===== src/rtl/rsq_pkg.sv =====
// ----------------------------------------------------------------------------
// rsq_pkg
// Shared codes, channel state type and the PWM compare table of the servo
// recipe sequencer.
// ----------------------------------------------------------------------------
package rsq_pkg;

	localparam int RECIPE_DEPTH_DEF = 32;
	localparam int CHANNELS_DEF     = 2;
	localparam int WORD_W           = 8;

	// Item modes.
	localparam logic [1:0] MODE_TICK = 2'd0;
	localparam logic [1:0] MODE_CMD  = 2'd1;
	localparam logic [1:0] MODE_LOAD = 2'd2;

	// User commands.
	localparam logic [2:0] CMD_PAUSE    = 3'd0;
	localparam logic [2:0] CMD_CONTINUE = 3'd1;
	localparam logic [2:0] CMD_RIGHT    = 3'd2;
	localparam logic [2:0] CMD_LEFT     = 3'd3;
	localparam logic [2:0] CMD_NOOP     = 3'd4;
	localparam logic [2:0] CMD_BEGIN    = 3'd5;

	// Events that command decode hands to the run-state machine.
	localparam logic [2:0] EV_PAUSE = 3'd0;
	localparam logic [2:0] EV_CONT  = 3'd1;
	localparam logic [2:0] EV_RIGHT = 3'd2;
	localparam logic [2:0] EV_LEFT  = 3'd3;
	localparam logic [2:0] EV_NOOP  = 3'd4;
	localparam logic [2:0] EV_START = 3'd5;
	localparam logic [2:0] EV_ENDED = 3'd6;

	// Recipe opcodes (top three bits of a recipe word).
	localparam logic [2:0] OP_END      = 3'd0;
	localparam logic [2:0] OP_MOVE     = 3'd1;
	localparam logic [2:0] OP_WAIT     = 3'd2;
	localparam logic [2:0] OP_LOOP     = 3'd4;
	localparam logic [2:0] OP_LOOP_END = 3'd5;

	// Run states.
	localparam logic [1:0] ST_AT_POS  = 2'd0;
	localparam logic [1:0] ST_UNKNOWN = 2'd1;
	localparam logic [1:0] ST_MOVING  = 2'd2;
	localparam logic [1:0] ST_ENDED   = 2'd3;

	// Run status.
	localparam logic [1:0] SS_RUN      = 2'd0;
	localparam logic [1:0] SS_PAUSED   = 2'd1;
	localparam logic [1:0] SS_CMD_ERR  = 2'd2;
	localparam logic [1:0] SS_NEST_ERR = 2'd3;

	localparam logic [2:0] POS_MAX       = 3'd5;
	localparam logic [5:0] COMPARE_RESET = 6'd50;

	// Per-channel state that does not depend on the recipe depth.
	typedef struct packed {
		logic [4:0] wait_left;
		logic [4:0] loop_left;
		logic       in_loop;
		logic [2:0] pos;
		logic [1:0] run_state;
		logic [1:0] run_status;
		logic [5:0] compare;
	} chan_t;

	localparam chan_t CHAN_RESET = '{
		wait_left:  5'd0,
		loop_left:  5'd0,
		in_loop:    1'b0,
		pos:        3'd0,
		run_state:  ST_UNKNOWN,
		run_status: SS_RUN,
		compare:    COMPARE_RESET
	};

	// Control fields of one item as seen by the execution logic.
	typedef struct packed {
		logic [1:0] mode;
		logic [2:0] command;
	} item_ctl_t;

	function automatic logic [5:0] pwm_compare(input logic [2:0] pos);
		logic [5:0] v;
		case (pos)
			3'd0:    v = 6'd20;
			3'd1:    v = 6'd17;
			3'd2:    v = 6'd14;
			3'd3:    v = 6'd11;
			3'd4:    v = 6'd8;
			3'd5:    v = 6'd4;
			default: v = 6'd0;
		endcase
		return v;
	endfunction

endpackage


===== src/rtl/rsq_store.sv =====
// ----------------------------------------------------------------------------
// rsq_store
// Recipe register file: one write port, one combinational read port, cleared
// to recipe end at reset.
// ----------------------------------------------------------------------------
module rsq_store #(
	parameter int DEPTH = rsq_pkg::RECIPE_DEPTH_DEF,
	parameter int AW    = $clog2(rsq_pkg::RECIPE_DEPTH_DEF)
) (
	input  logic                      clk,
	input  logic                      arst_n,
	input  logic                      wr_en,
	input  logic [AW-1:0]             wr_addr,
	input  logic [rsq_pkg::WORD_W-1:0] wr_data,
	input  logic [AW-1:0]             rd_addr,
	output logic [rsq_pkg::WORD_W-1:0] rd_data
);
	import rsq_pkg::*;

	logic [WORD_W-1:0] mem_q [DEPTH];

	always_ff @(posedge clk or negedge arst_n) begin
		if (!arst_n) begin
			for (int i = 0; i < DEPTH; i++) begin
				mem_q[i] <= '0;
			end
		end else if (wr_en) begin
			mem_q[wr_addr] <= wr_data;
		end
	end

	assign rd_data = mem_q[rd_addr];

endmodule


===== src/rtl/rsq_exec.sv =====
// ----------------------------------------------------------------------------
// rsq_exec
// Next-state logic of one channel for one item: tick execution of a recipe
// word or user command decode and run-state update.
// ----------------------------------------------------------------------------
module rsq_exec #(
	parameter int DEPTH = rsq_pkg::RECIPE_DEPTH_DEF,
	parameter int AW    = $clog2(rsq_pkg::RECIPE_DEPTH_DEF)
) (
	input  rsq_pkg::item_ctl_t         ctl,
	input  logic [rsq_pkg::WORD_W-1:0] word,
	input  rsq_pkg::chan_t             cur,
	input  logic [AW-1:0]              cur_pc,
	input  logic [AW-1:0]              cur_origin,
	output rsq_pkg::chan_t             nxt,
	output logic [AW-1:0]              nxt_pc,
	output logic [AW-1:0]              nxt_origin
);
	import rsq_pkg::*;

	logic [2:0]    op;
	logic [4:0]    arg;
	logic          ended;
	logic          err;
	logic          paused;
	logic [2:0]    pos_right;
	logic [2:0]    pos_left;
	logic [2:0]    ev;
	logic          cmd_ok;
	logic [AW-1:0] jump_pc;

	assign op        = word[7:5];
	assign arg       = word[4:0];
	assign ended     = (cur.run_state == ST_ENDED);
	assign err       = (cur.run_status == SS_CMD_ERR);
	assign paused    = (cur.run_status == SS_PAUSED);
	assign pos_right = cur.pos - 3'd1;
	assign pos_left  = cur.pos + 3'd1;

	always_comb begin
		nxt        = cur;
		nxt_pc     = cur_pc;
		nxt_origin = cur_origin;
		jump_pc    = cur_pc;
		ev         = EV_NOOP;
		cmd_ok     = 1'b0;
		unique case (ctl.mode)
			MODE_TICK: begin
				if (cur.wait_left != 5'd0) begin
					nxt.wait_left = cur.wait_left - 5'd1;
				end else if (!ended && !paused) begin
					unique case (op)
						OP_MOVE: begin
							if (arg > 5'(POS_MAX)) begin
								nxt.run_status = SS_CMD_ERR;
							end else begin
								nxt.compare    = pwm_compare(arg[2:0]);
								nxt.pos        = arg[2:0];
								nxt.run_status = SS_RUN;
							end
						end
						OP_WAIT: begin
							nxt.wait_left  = arg;
							nxt.run_status = SS_RUN;
						end
						OP_LOOP: begin
							if (cur.in_loop) begin
								nxt.run_status = SS_NEST_ERR;
							end else begin
								nxt.run_status = SS_RUN;
								nxt.loop_left  = arg;
								nxt.in_loop    = 1'b1;
								nxt_origin     = cur_pc;
							end
						end
						OP_LOOP_END: begin
							nxt.run_status = SS_RUN;
							if (cur.loop_left != 5'd0) begin
								nxt.loop_left = cur.loop_left - 5'd1;
								jump_pc       = cur_origin;
							end else begin
								nxt.in_loop = 1'b0;
								nxt_origin  = '0;
							end
						end
						OP_END: begin
							nxt.run_status = SS_RUN;
							nxt.run_state  = ST_ENDED;
						end
						default: begin
							nxt.run_status = SS_CMD_ERR;
						end
					endcase
					nxt_pc = (jump_pc == AW'(DEPTH - 1)) ? '0 : jump_pc + AW'(1);
				end
			end
			MODE_CMD: begin
				cmd_ok = 1'b1;
				unique case (ctl.command)
					CMD_PAUSE: begin
						if (ended) begin
							ev             = EV_ENDED;
							nxt.run_status = SS_PAUSED;
						end else if (err) begin
							ev = EV_NOOP;
						end else begin
							ev             = EV_PAUSE;
							nxt.run_status = SS_PAUSED;
						end
					end
					CMD_CONTINUE: ev = ended ? EV_ENDED : (err ? EV_NOOP : EV_CONT);
					CMD_RIGHT:    ev = (paused && cur.pos > 3'd0) ? EV_RIGHT : EV_NOOP;
					CMD_LEFT:     ev = (paused && cur.pos < POS_MAX) ? EV_LEFT : EV_NOOP;
					CMD_NOOP:     ev = EV_NOOP;
					CMD_BEGIN:    ev = EV_START;
					default:      cmd_ok = 1'b0;
				endcase
				if (cmd_ok) begin
					unique case (cur.run_state) inside
						ST_AT_POS, ST_MOVING: begin
							case (ev)
								EV_PAUSE: begin
									nxt.run_state  = ST_AT_POS;
									nxt.run_status = SS_PAUSED;
								end
								EV_RIGHT: begin
									nxt.pos        = pos_right;
									nxt.compare    = pwm_compare(pos_right);
									nxt.run_state  = ST_MOVING;
									nxt.run_status = SS_RUN;
								end
								EV_LEFT: begin
									nxt.pos        = pos_left;
									nxt.compare    = pwm_compare(pos_left);
									nxt.run_state  = ST_MOVING;
									nxt.run_status = SS_RUN;
								end
								EV_NOOP: begin
									if (cur.run_state == ST_AT_POS) begin
										nxt.run_status = SS_PAUSED;
									end else begin
										nxt.run_status = SS_RUN;
									end
								end
								EV_ENDED: begin
									nxt.run_state  = ST_ENDED;
									nxt.run_status = SS_PAUSED;
								end
								default: begin
									nxt.run_state  = ST_MOVING;
									nxt.run_status = SS_RUN;
								end
							endcase
						end
						ST_ENDED: begin
							if (ev == EV_START) begin
								nxt.run_state  = ST_MOVING;
								nxt.run_status = SS_RUN;
							end else begin
								nxt.run_status = SS_PAUSED;
							end
						end
						default: begin
							// Unknown state ignores events; only the pause decode acts.
						end
					endcase
				end
			end
			default: begin
				// Loads and the unused mode leave the channel alone.
			end
		endcase
	end

endmodule


===== src/rtl/servo_recipe_sequencer.sv =====
// ----------------------------------------------------------------------------
// servo_recipe_sequencer
// Recipe interpreter for several servo channels sharing one recipe store.
// ----------------------------------------------------------------------------
//
// Channel   Handshake                  Payload
// item      item_valid / item_stall    mode, channel, command, load_address,
//                                      load_data
// result    result_valid / result_stall out_channel, compare_value, servo_pos,
//                                      run_state, run_status
//
// One item is accepted every cycle while the result side keeps up. An item
// is held in the input register, where the store read, opcode decode and
// channel state update are done, and its result moves on into the result
// register when that register is free.
// Reset clears the recipe store, every channel and the valid flags of both
// pipeline registers at once; the block accepts items as soon as reset ends.
// A stall on the result side holds the result register; the input register
// then holds its item and item_stall rises, so nothing is lost or repeated.
//
module servo_recipe_sequencer #(
	parameter int RECIPE_DEPTH = rsq_pkg::RECIPE_DEPTH_DEF,
	parameter int CHANNELS     = rsq_pkg::CHANNELS_DEF
) (
	input  logic       clk,
	input  logic       arst_n,
	input  logic       item_valid,
	output logic       item_stall,
	input  logic [1:0] mode,
	input  logic       channel,
	input  logic [2:0] command,
	input  logic [4:0] load_address,
	input  logic [7:0] load_data,
	output logic       result_valid,
	input  logic       result_stall,
	output logic       out_channel,
	output logic [5:0] compare_value,
	output logic [2:0] servo_pos,
	output logic [1:0] run_state,
	output logic [1:0] run_status
);
	import rsq_pkg::*;

	localparam int AW = $clog2(RECIPE_DEPTH);
	localparam int CW = (CHANNELS > 1) ? $clog2(CHANNELS) : 1;

	// Load addresses wrap around the store depth. The address is five bits
	// wide, so the compare and subtract loop covers any depth of four or more.
	function automatic logic [AW-1:0] wrap_addr(input logic [4:0] a);
		logic [8:0] v;
		v = 9'(a);
		for (int i = 0; i < 8; i++) begin
			if (v >= 9'(RECIPE_DEPTH)) begin
				v = v - 9'(RECIPE_DEPTH);
			end
		end
		return AW'(v);
	endfunction

	// Input register.
	logic              valid_s1;
	logic [1:0]        mode_s1;
	logic [CW-1:0]     channel_s1;
	logic [2:0]        command_s1;
	logic [AW-1:0]     load_address_s1;
	logic [WORD_W-1:0] load_data_s1;

	// Result register.
	logic       result_valid_q;
	logic       out_channel_q;
	logic [5:0] compare_value_q;
	logic [2:0] servo_pos_q;
	logic [1:0] run_state_q;
	logic [1:0] run_status_q;

	// Channel state.
	chan_t         chan_q   [CHANNELS];
	logic [AW-1:0] pc_q     [CHANNELS];
	logic [AW-1:0] origin_q [CHANNELS];

	logic              out_free;
	logic              fire_s1;
	logic [CW-1:0]     channel_in;
	logic [WORD_W-1:0] word;
	item_ctl_t         ctl;
	chan_t             nxt;
	logic [AW-1:0]     nxt_pc;
	logic [AW-1:0]     nxt_origin;

	// The result register can take a new result when it is empty or its
	// current result leaves this cycle. The input register moves on then.
	assign out_free   = !result_valid_q || !result_stall;
	assign fire_s1    = valid_s1 && out_free;
	assign item_stall = valid_s1 && !out_free;

	// The channel field wraps modulo the channel count.
	assign channel_in = (CHANNELS > 1) ? CW'(channel) : CW'(0);

	always_ff @(posedge clk or negedge arst_n) begin
		if (!arst_n) begin
			valid_s1 <= 1'b0;
		end else if (!item_stall) begin
			valid_s1 <= item_valid;
		end
	end

	always_ff @(posedge clk) begin
		if (item_valid && !item_stall) begin
			mode_s1         <= mode;
			channel_s1      <= channel_in;
			command_s1      <= command;
			load_address_s1 <= wrap_addr(load_address);
			load_data_s1    <= load_data;
		end
	end

	// The store is written by load items and read at the program counter of
	// the channel that the item in the input register targets.
	rsq_store #(
		.DEPTH(RECIPE_DEPTH),
		.AW   (AW)
	) u_store (
		.clk    (clk),
		.arst_n (arst_n),
		.wr_en  (fire_s1 && (mode_s1 == MODE_LOAD)),
		.wr_addr(load_address_s1),
		.wr_data(load_data_s1),
		.rd_addr(pc_q[channel_s1]),
		.rd_data(word)
	);

	assign ctl.mode    = mode_s1;
	assign ctl.command = command_s1;

	rsq_exec #(
		.DEPTH(RECIPE_DEPTH),
		.AW   (AW)
	) u_exec (
		.ctl       (ctl),
		.word      (word),
		.cur       (chan_q[channel_s1]),
		.cur_pc    (pc_q[channel_s1]),
		.cur_origin(origin_q[channel_s1]),
		.nxt       (nxt),
		.nxt_pc    (nxt_pc),
		.nxt_origin(nxt_origin)
	);

	// Only the targeted channel is written. Loads and ignored items give back
	// the current state, so the write is harmless for them.
	always_ff @(posedge clk or negedge arst_n) begin
		if (!arst_n) begin
			for (int i = 0; i < CHANNELS; i++) begin
				chan_q[i]   <= CHAN_RESET;
				pc_q[i]     <= '0;
				origin_q[i] <= '0;
			end
		end else if (fire_s1) begin
			chan_q[channel_s1]   <= nxt;
			pc_q[channel_s1]     <= nxt_pc;
			origin_q[channel_s1] <= nxt_origin;
		end
	end

	// The result reports the channel as it stands after the item.
	always_ff @(posedge clk or negedge arst_n) begin
		if (!arst_n) begin
			result_valid_q <= 1'b0;
		end else if (fire_s1) begin
			result_valid_q <= 1'b1;
		end else if (!result_stall) begin
			result_valid_q <= 1'b0;
		end
	end

	always_ff @(posedge clk) begin
		if (fire_s1) begin
			out_channel_q   <= channel_s1[0];
			compare_value_q <= nxt.compare;
			servo_pos_q     <= nxt.pos;
			run_state_q     <= nxt.run_state;
			run_status_q    <= nxt.run_status;
		end
	end

	assign result_valid  = result_valid_q;
	assign out_channel   = out_channel_q;
	assign compare_value = compare_value_q;
	assign servo_pos     = servo_pos_q;
	assign run_state     = run_state_q;
	assign run_status    = run_status_q;

`ifndef SYNTHESIS
	// An item that leaves the input register always lands in the result register.
	a_fire_result: assert property (@(posedge clk) disable iff (!arst_n)
		fire_s1 |=> result_valid)
		else $error("item left the input register without a result");

	// The compare value follows the reported position, apart from the reset value.
	a_compare_pos: assert property (@(posedge clk) disable iff (!arst_n)
		result_valid |-> (compare_value == pwm_compare(servo_pos)) ||
			(compare_value == COMPARE_RESET && servo_pos == 3'd0))
		else $error("compare value does not match servo position");

	// An ended recipe reports only running or paused.
	a_ended_status: assert property (@(posedge clk) disable iff (!arst_n)
		(result_valid && run_state == ST_ENDED) |->
			(run_status == SS_RUN || run_status == SS_PAUSED))
		else $error("ended channel reports an error status");
`endif

endmodule

===== config.mk =====
export PLATFORM = sky130hd
export DESIGN_NAME = servo_recipe_sequencer
export DESIGN_NICKNAME = d
export VERILOG_FILES = /design/src/rtl/rsq_pkg.sv /design/src/rtl/rsq_store.sv /design/src/rtl/rsq_exec.sv /design/src/rtl/servo_recipe_sequencer.sv
export SDC_FILE = /design/constraint.sdc
export NUM_CORES = 1
export LEC_CHECK = 0
export BUFFER_PORTS_ARGS = -buffer_cell sky130_fd_sc_hd__buf_2
export CAP_MARGIN = 0
export CORE_UTILIZATION = 25
export CTS_BUF_LIST = sky130_fd_sc_hd__clkbuf_4
export DETAILED_ROUTE_END_ITERATION = 7
export HOLD_SLACK_MARGIN = 0.05
export PLACE_DENSITY_LB_ADDON = 0.08
export SLEW_MARGIN = 10
export SYNTH_ARGS = -nofsm -noshare
export SYNTH_HDL_FRONTEND = slang
export SYNTH_SLANG_ARGS = --single-unit

===== constraint.sdc =====
create_clock -name clk -period 5 [get_ports clk]
set_clock_uncertainty 0.1 [all_clocks]
set_input_delay 0.25 -clock clk [delete_from_list [all_inputs] [get_ports clk]]
set_output_delay 0.25 -clock clk [all_outputs]
set_load 0.05 [all_outputs]

==> results of run 1 <==
repair_timing:
action | in CTS | in global routing
setup endpoints to repair | 2 | 3
hold buffers | 46 | 0
resized for setup | 1 | 1
hold endpoints to repair | 365 | 0
cells in the mapped netlist (5+ instances only):
library cell    n  area [µm²]
buf_2          35         175
nand2_1       128         480
a221oi_1        8        70.1
ha_1           12         150
or2_2          12        75.1
o22ai_1        40         250
nor3_1         34         170
nand2b_1      108         676
edfxtp_1       33         991
a21boi_0        5        37.5
a21oi_1        97         485
o31ai_1         6        45.0
a31oi_1        21         131
and3_1          6        37.5
nor2b_1        20         125
o2bb2ai_1       6        52.6
and2_1          7        43.8
mux2_2        288        3240
dfrtp_1       318        7960
nor3b_1         5        37.5
clkbuf_1       71         267
a211oi_1        8        60.1
o21ai_1        10        50.1
nand4_1         9        56.3
nor4_1         12        75.1
buf_6           9         101
nor2_1         84         315
o211ai_1       13        97.6
mux4_2          9         203
o21ai_0        54         270
a22oi_1        52         390
a32oi_1         6        52.6
nand3_1        25         125
mux2i_1        43         430
a21o_1          5        37.5
dfstp_2         8         210
or3_1           7        43.8
inv_1          25        93.8
where the power goes:
group          total [W]  switching, W  internal (W)
clock            0.00293       0.00138       0.00156
combinational    0.00272       0.00167       0.00105
sequential       0.00353      0.000246       0.00328
worst reg2reg max path: stages (launching register included):
cell	delay, ns
edfxtp_1	0.72
mux2_4	0.58
buf_12	0.23
buf_4	0.19
a21oi_1	0.05
nor3_1	0.50
nor4_1	0.21
or2_1	0.33
nor4b_4	0.40
mux2i_1	0.15
ha_1	0.23
o21a_1	0.11
ha_1	0.22
or3_1	0.42
o21ai_2	0.12
worst paths after layout:
path                                        start                             end  slack (ns)  depth (start not counted)
min reg2reg                chan_q[28]$_DFFE_PN1P_          chan_q[28]$_DFFE_PN1P_        0.38                          2
max                          channel_s1$_DFFE_PP_             pc_q[8]$_DFFE_PN0P_        0.34                         14
min in group clk           chan_q[28]$_DFFE_PN1P_          chan_q[28]$_DFFE_PN1P_        0.38                          2
min                                        arst_n  u_store.mem_q[204]$_DFFE_PN0P_        0.38                          4
max in group asynchronous                  arst_n    u_store.mem_q[0]$_DFFE_PN0P_        3.36                          4
max reg2reg                  channel_s1$_DFFE_PP_             pc_q[8]$_DFFE_PN0P_        0.34                         14
state kept, by name, indices dropped and copies added (netlist names), 2 cells and up:
| register | flops |
|---|---|
| chan_q | 48 |
| command_s1 | 3 |
| u_store.mem_q | 256 |
| run_state | 2 |
| servo_pos | 3 |
| load_address_s1 | 5 |
| pc_q | 10 |
| run_status | 2 |
| load_data_s1 | 8 |
| origin_q | 10 |
| compare_value | 6 |
| mode_s1 | 2 |
metal layers:
| metal | share of wire | track usage | wire length (µm) |
|---|---|---|---|
| met5 | 0 | 0 | 0 |
| met1 | 0.45 | 0.235 | 31100 |
| met3 | 0.043 | 0.0350 | 2970 |
| met2 | 0.48 | 0.296 | 33100 |
| met4 | 0.033 | 0.0673 | 2310 |
final cells by class:
class	count	area [µm²]	share of cell area
Timing Repair Buffer	175	1470	0.0649
Sequential cell	359	9160	0.404
Clock inverter	33	189	0.00834
Tap cell	978	1220	0.0540
Inverter	28	105	0.00464
Antenna cell	4	10.0	0.000442
Clock buffer	160	1200	0.0530
Multi-Input combinational cell	1239	9300	0.411
cell families (layout without fill, tap and decap cells):
family                   after synthesis  after routing  synth area share
AO/OA/AOI/OAI                        382            382             0.130
XOR/XNOR                               6              6           0.00275
adder cells (fa/ha/maj)               12             12           0.00785
buffers and inverters                150            396            0.0362
flip-flops                           359            359             0.479
multiplexers                         348            348             0.209
other                                  0              4                 0
AND/OR/NAND/NOR                      491            491             0.135
stage by stage:
step	cells	instance area (µm²)	TNS, ns	hold slack (ns)	setup WS (ns)
2_1_floorplan	1748	19100	0	-0.146	0.933
3_3_place_gp	2733	20800	0	0.0619	0.0366
3_5_place_dp	2733	20800	-0.00675	0.0660	-0.00675
4_1_cts	2972	22700	0	0.302	0.309
5_1_grt	2975	22700	0	0.346	0.0626
6_report	2976	22700	0	0.381	0.339
==> results.yml, run 1 <==
run_status:
  status: "finished clean"
yosys:
  synth_cells: 1748
  synth.distinct_cells: 92
  ys_seq_area_frac: 0.479
  synthArstFlopShare: 0.908
  synth-main-ff-cell: "dfrtp_1"
  synth_edf_count: 33
  yosys_warnings: 0
  syn-num-nets: 1783
  synth_area_mm2: 0.0191
  synth_seq_cells: 359
  syn_avg_cell_area_um2: 10.9
placement:
  io_buffers: 38
  hpwl_um: 47100
  routabilityCongestion: 0.821
route:
  wirelength_um: 69600
  via_per_inst: 4.97
  drt_iter0_drc: 935
  drt_pre_antenna_iters: 5
  vias: 14800
  drc_errors: 0
  ant_nets: 0
  wl_per_cell_um: 23.4
clocking:
  cts_tree: "built"
  clk_pin_slew_ns: 0.06
  htree_levels: 3
  clkLatencyLatePin_ns: 0.90
  cts_sinks: 359
  clockBufferDepth: 3
  cts_setup_buffers: 0
  cts-root-buf: "clkbuf_4"
  cts_buffers: 109
sta:
  hold_viol_final: 0
  max_slew.worst_pin.slew_ns: 1.21
  grt_setup_unrepaired: "false"
  fmaxAchievable_ghz: 0.215
  slew-limit-headroom: 0.188
  finalMaxSlewViolations: 0
  fin_crit_ns: 4.66
  finalSetupViolations: 0
  timing.final.crit_share: 0.932
worst_setup_path:
  critical_path_class: "flop to flop"
  crit_slowest_cell: "edfxtp_1"
  cpMostUsedCell: "ha_1"
  path_buf_inv: 2
  path_delay_family: "simple AND/OR/NAND/NOR gates"
  path_cells: "mux2_4, buf_12, buf_4, a21oi_1, nor3_1, nor4_1, or2_1, nor4b_4, mux2i_1, ha_1, o21a_1, ha_1, or3_1, o21ai_2"
  end_kind: "flop"
  slowest_delay_ns: 0.72
  cp.required_ns: 5.65
  cp.arrival_ns: 5.31
  start_kind: "flop"
  cp_max_fo: 22
global_route:
  antenna_found_initial: 3
  grt.total_usage: 0.181
  grt_overflow: 0
  grt_max_degree: 166
  grt_pass1_wl_um: 103000
  grt_pass1_vias: 15200
power_and_ir_drop:
  p_per_area_mw_per_mm2: 405
  power_leakage_nw: 9.94
  power_w: 0.00918
  ir_drop_v: 0.000153
die:
  die_w_um: 279
  chipHeight_um: 279
  ios: 39
  die-area_mm2: 0.0776
  initial_core_util: 0.252
  floorplan.rows: 101
  coreArea_mm2: 0.0758
job:
  cap_violations: 0
cells_and_area:
  layout.nets: 1947
  final_common_cell: "dfrtp_1"
  layout-drive-gt1-share: 0.327
  area_delta_synth_final_pct: 18.5
  final_util: 0.299
  final_cell_mix: "dfrtp_1, mux2_2, clkbuf_4"
  fillerInstances: 7895
worst_hold_path:
  hold_class: "input pin to async pin"
No activity file was read; power rests on OpenSTA's default activity.
==> run 2, diff against run 1 <==
--- a/config.mk
+++ b/config.mk
@@ -8,10 +8,11 @@
 export BUFFER_PORTS_ARGS = -buffer_cell sky130_fd_sc_hd__buf_2
 export CAP_MARGIN = 0
 export CORE_UTILIZATION = 25
-export CTS_BUF_LIST = sky130_fd_sc_hd__clkbuf_4
+export CTS_BUF_LIST = sky130_fd_sc_hd__clkbuf_8
 export DETAILED_ROUTE_END_ITERATION = 7
 export HOLD_SLACK_MARGIN = 0.05
 export PLACE_DENSITY_LB_ADDON = 0.08
+export REMOVE_ABC_BUFFERS = 1
 export SLEW_MARGIN = 10
 export SYNTH_ARGS = -nofsm -noshare
 export SYNTH_HDL_FRONTEND = slang
==> results.yml, run 2 (synthesis gave the netlist of run 1 again) <==
cells_and_area:
  largest-register: "u_store.mem_q"
  layout.nets: 1889
  final_cell_mix: "dfrtp_1, mux2_2, nand2_1"
  reg_top3: "u_store.mem_q x256, chan_q x48"
  n_antenna_cell: 0
  final_common_cell: "dfrtp_1"
  largest_reg_flops: 256
  area_delta_synth_final_pct: 17.3
  fin_cells: 2883
  layout-drive-gt1-share: 0.307
  fillerInstances: 7869
clocking:
  clk_pin_slew_ns: 0.06
  cts_tree: "built"
  cts-root-buf: "clkbuf_8"
  htree_levels: 3
  clkLatencyLatePin_ns: 0.66
  cts_sinks: 359
  clockBufferDepth: 3
  cts_buffers: 71
  cts_setup_buffers: 0
route:
  wirelength_um: 68700
  ant_nets: 0
  drt_iter0_drc: 854
  drc_errors: 0
  via_per_inst: 5.00
  vias: 14400
  drt_pre_antenna_iters: 6
  wl_per_cell_um: 23.8
worst_setup_path:
  cp.required_ns: 5.43
  path_cells: "buf_4, and2_1, a22oi_1, o22ai_1, o21ai_0, nand4_1, or2_4, nor4b_4, buf_4, nor2_1, a21oi_1, ha_1, o21a_1, ha_1, mux2_2"
  path_delay_family: "simple AND/OR/NAND/NOR gates"
  critical_path_class: "flop to flop"
  cp_max_fo: 28
  end_kind: "flop"
  crit_slowest_cell: "nor4b_4"
  slowest_delay_ns: 0.43
  path_buf_inv: 2
  start_kind: "flop"
  cp.arrival_ns: 4.91
sta:
  hold-worst-slack_ns: 0.205
  finalMaxSlewViolations: 0
  max_slew.worst_pin.slew_ns: 1.19
  finalSetupViolations: 0
  grt_setup_unrepaired: "false"
  timing.final.crit_share: 0.896
  slew-limit-headroom: 0.203
  hold_viol_final: 0
  fmaxAchievable_ghz: 0.223
  fin_crit_ns: 4.48
global_route:
  grt_pass1_vias: 15100
  grt_max_degree: 168
  grt_overflow: 0
  grt.total_usage: 0.179
  antenna_found_initial: 1
  grt_pass1_wl_um: 102000
die:
  floorplan.rows: 101
  coreArea_mm2: 0.0758
  ios: 39
  die_w_um: 279
  chipHeight_um: 279
  initial_core_util: 0.252
  die-area_mm2: 0.0776
power_and_ir_drop:
  p_per_area_mw_per_mm2: 410
  power_leakage_nw: 9.82
  ir_drop_v: 0.000163
worst_hold_path:
  hold_class: "input pin to flop"
job:
  cap_violations: 0
placement:
  routabilityCongestion: 0.809
  io_buffers: 38
  hpwl_um: 46700
  dp.cells: 2734
run_status:
  status: "finished clean"
-- run 2: report_power, final --
part           total [W]  leakage [nW]  switching, W  internal (W)
registers        0.00352          4.70      0.000235       0.00329
logic            0.00269          4.32       0.00166       0.00104
clock network    0.00298         0.800       0.00136       0.00162
-- run 2: path summary, 6_finish.rpt --
kind                                             start                             end  slack (ns)  cells past startpoint
worst min register to register  chan_q[47]$_DFFE_PN0P_          chan_q[47]$_DFFE_PN0P_        0.38                      2
worst max register to register    channel_s1$_DFFE_PP_             pc_q[9]$_DFFE_PN0P_        0.52                     15
worst min-delay path                      load_data[7]       load_data_s1[7]$_DFFE_PP_        0.20                      2
worst max-delay path              channel_s1$_DFFE_PP_             pc_q[9]$_DFFE_PN0P_        0.52                     15
max in group asynchronous                       arst_n  u_store.mem_q[183]$_DFFE_PN0P_        3.02                      4
min in group asynchronous                       arst_n          chan_q[14]$_DFFE_PN0P_        0.50                      3
-- run 2: timing repair --
item,4_1_cts,5_1_grt
gates resized for setup,0,0
hold buffers,25,0
endpoints found under the hold margin,178,0
-- run 2: stage by stage --
step / util / TNS [ns] / cell area (µm²) / power [W] / worst slack (ns)
after floorplan: - / -28.65 / 18500 / 0.00514 / -0.873
after detailed placement: 0.274 / 0 / 20800 / 0.00626 / 0.571
after CTS: 0.296 / 0 / 22400 / 0.00936 / 0.534
final: 0.296 / 0 / 22400 / 0.00920 / 0.520
after global placement: 0.274 / 0 / 20800 / 0.00625 / 0.574
after global routing: 0.296 / 0 / 22400 / 0.00977 / 0.194
-- run 2: worst register-to-register path, delay by kind of cell, from the launching register on --
kind,cells,cell delay [ns]
adders and majority gates,2,0.44
muxes,1,0.27
DFF,1,0.35
and+or+nand+nor,5,1.60
AOI/OAI and AO/OA,5,1.11
buffers and inverters,2,0.51
-- run 2: area by class of cell --
class / count / area, µm² / share of cell area
Inverter: 28 / 105 / 0.00468
Multi-Input combinational cell: 1239 / 9300 / 0.414
Sequential cell: 359 / 9160 / 0.408
Clock inverter: 37 / 206 / 0.00920
Tap cell: 978 / 1220 / 0.0545
Timing Repair Buffer: 155 / 1250 / 0.0555
Clock buffer: 87 / 1200 / 0.0534
-- run 2: layer usage --
metal  vias up  routed length (µm)  global-route usage
li1       6616                   -                   -
met1      7424               31400               0.233
met2       272               33000               0.298
met3       110                2540              0.0327
met4         2                1810              0.0535
met5         -                  13                   0
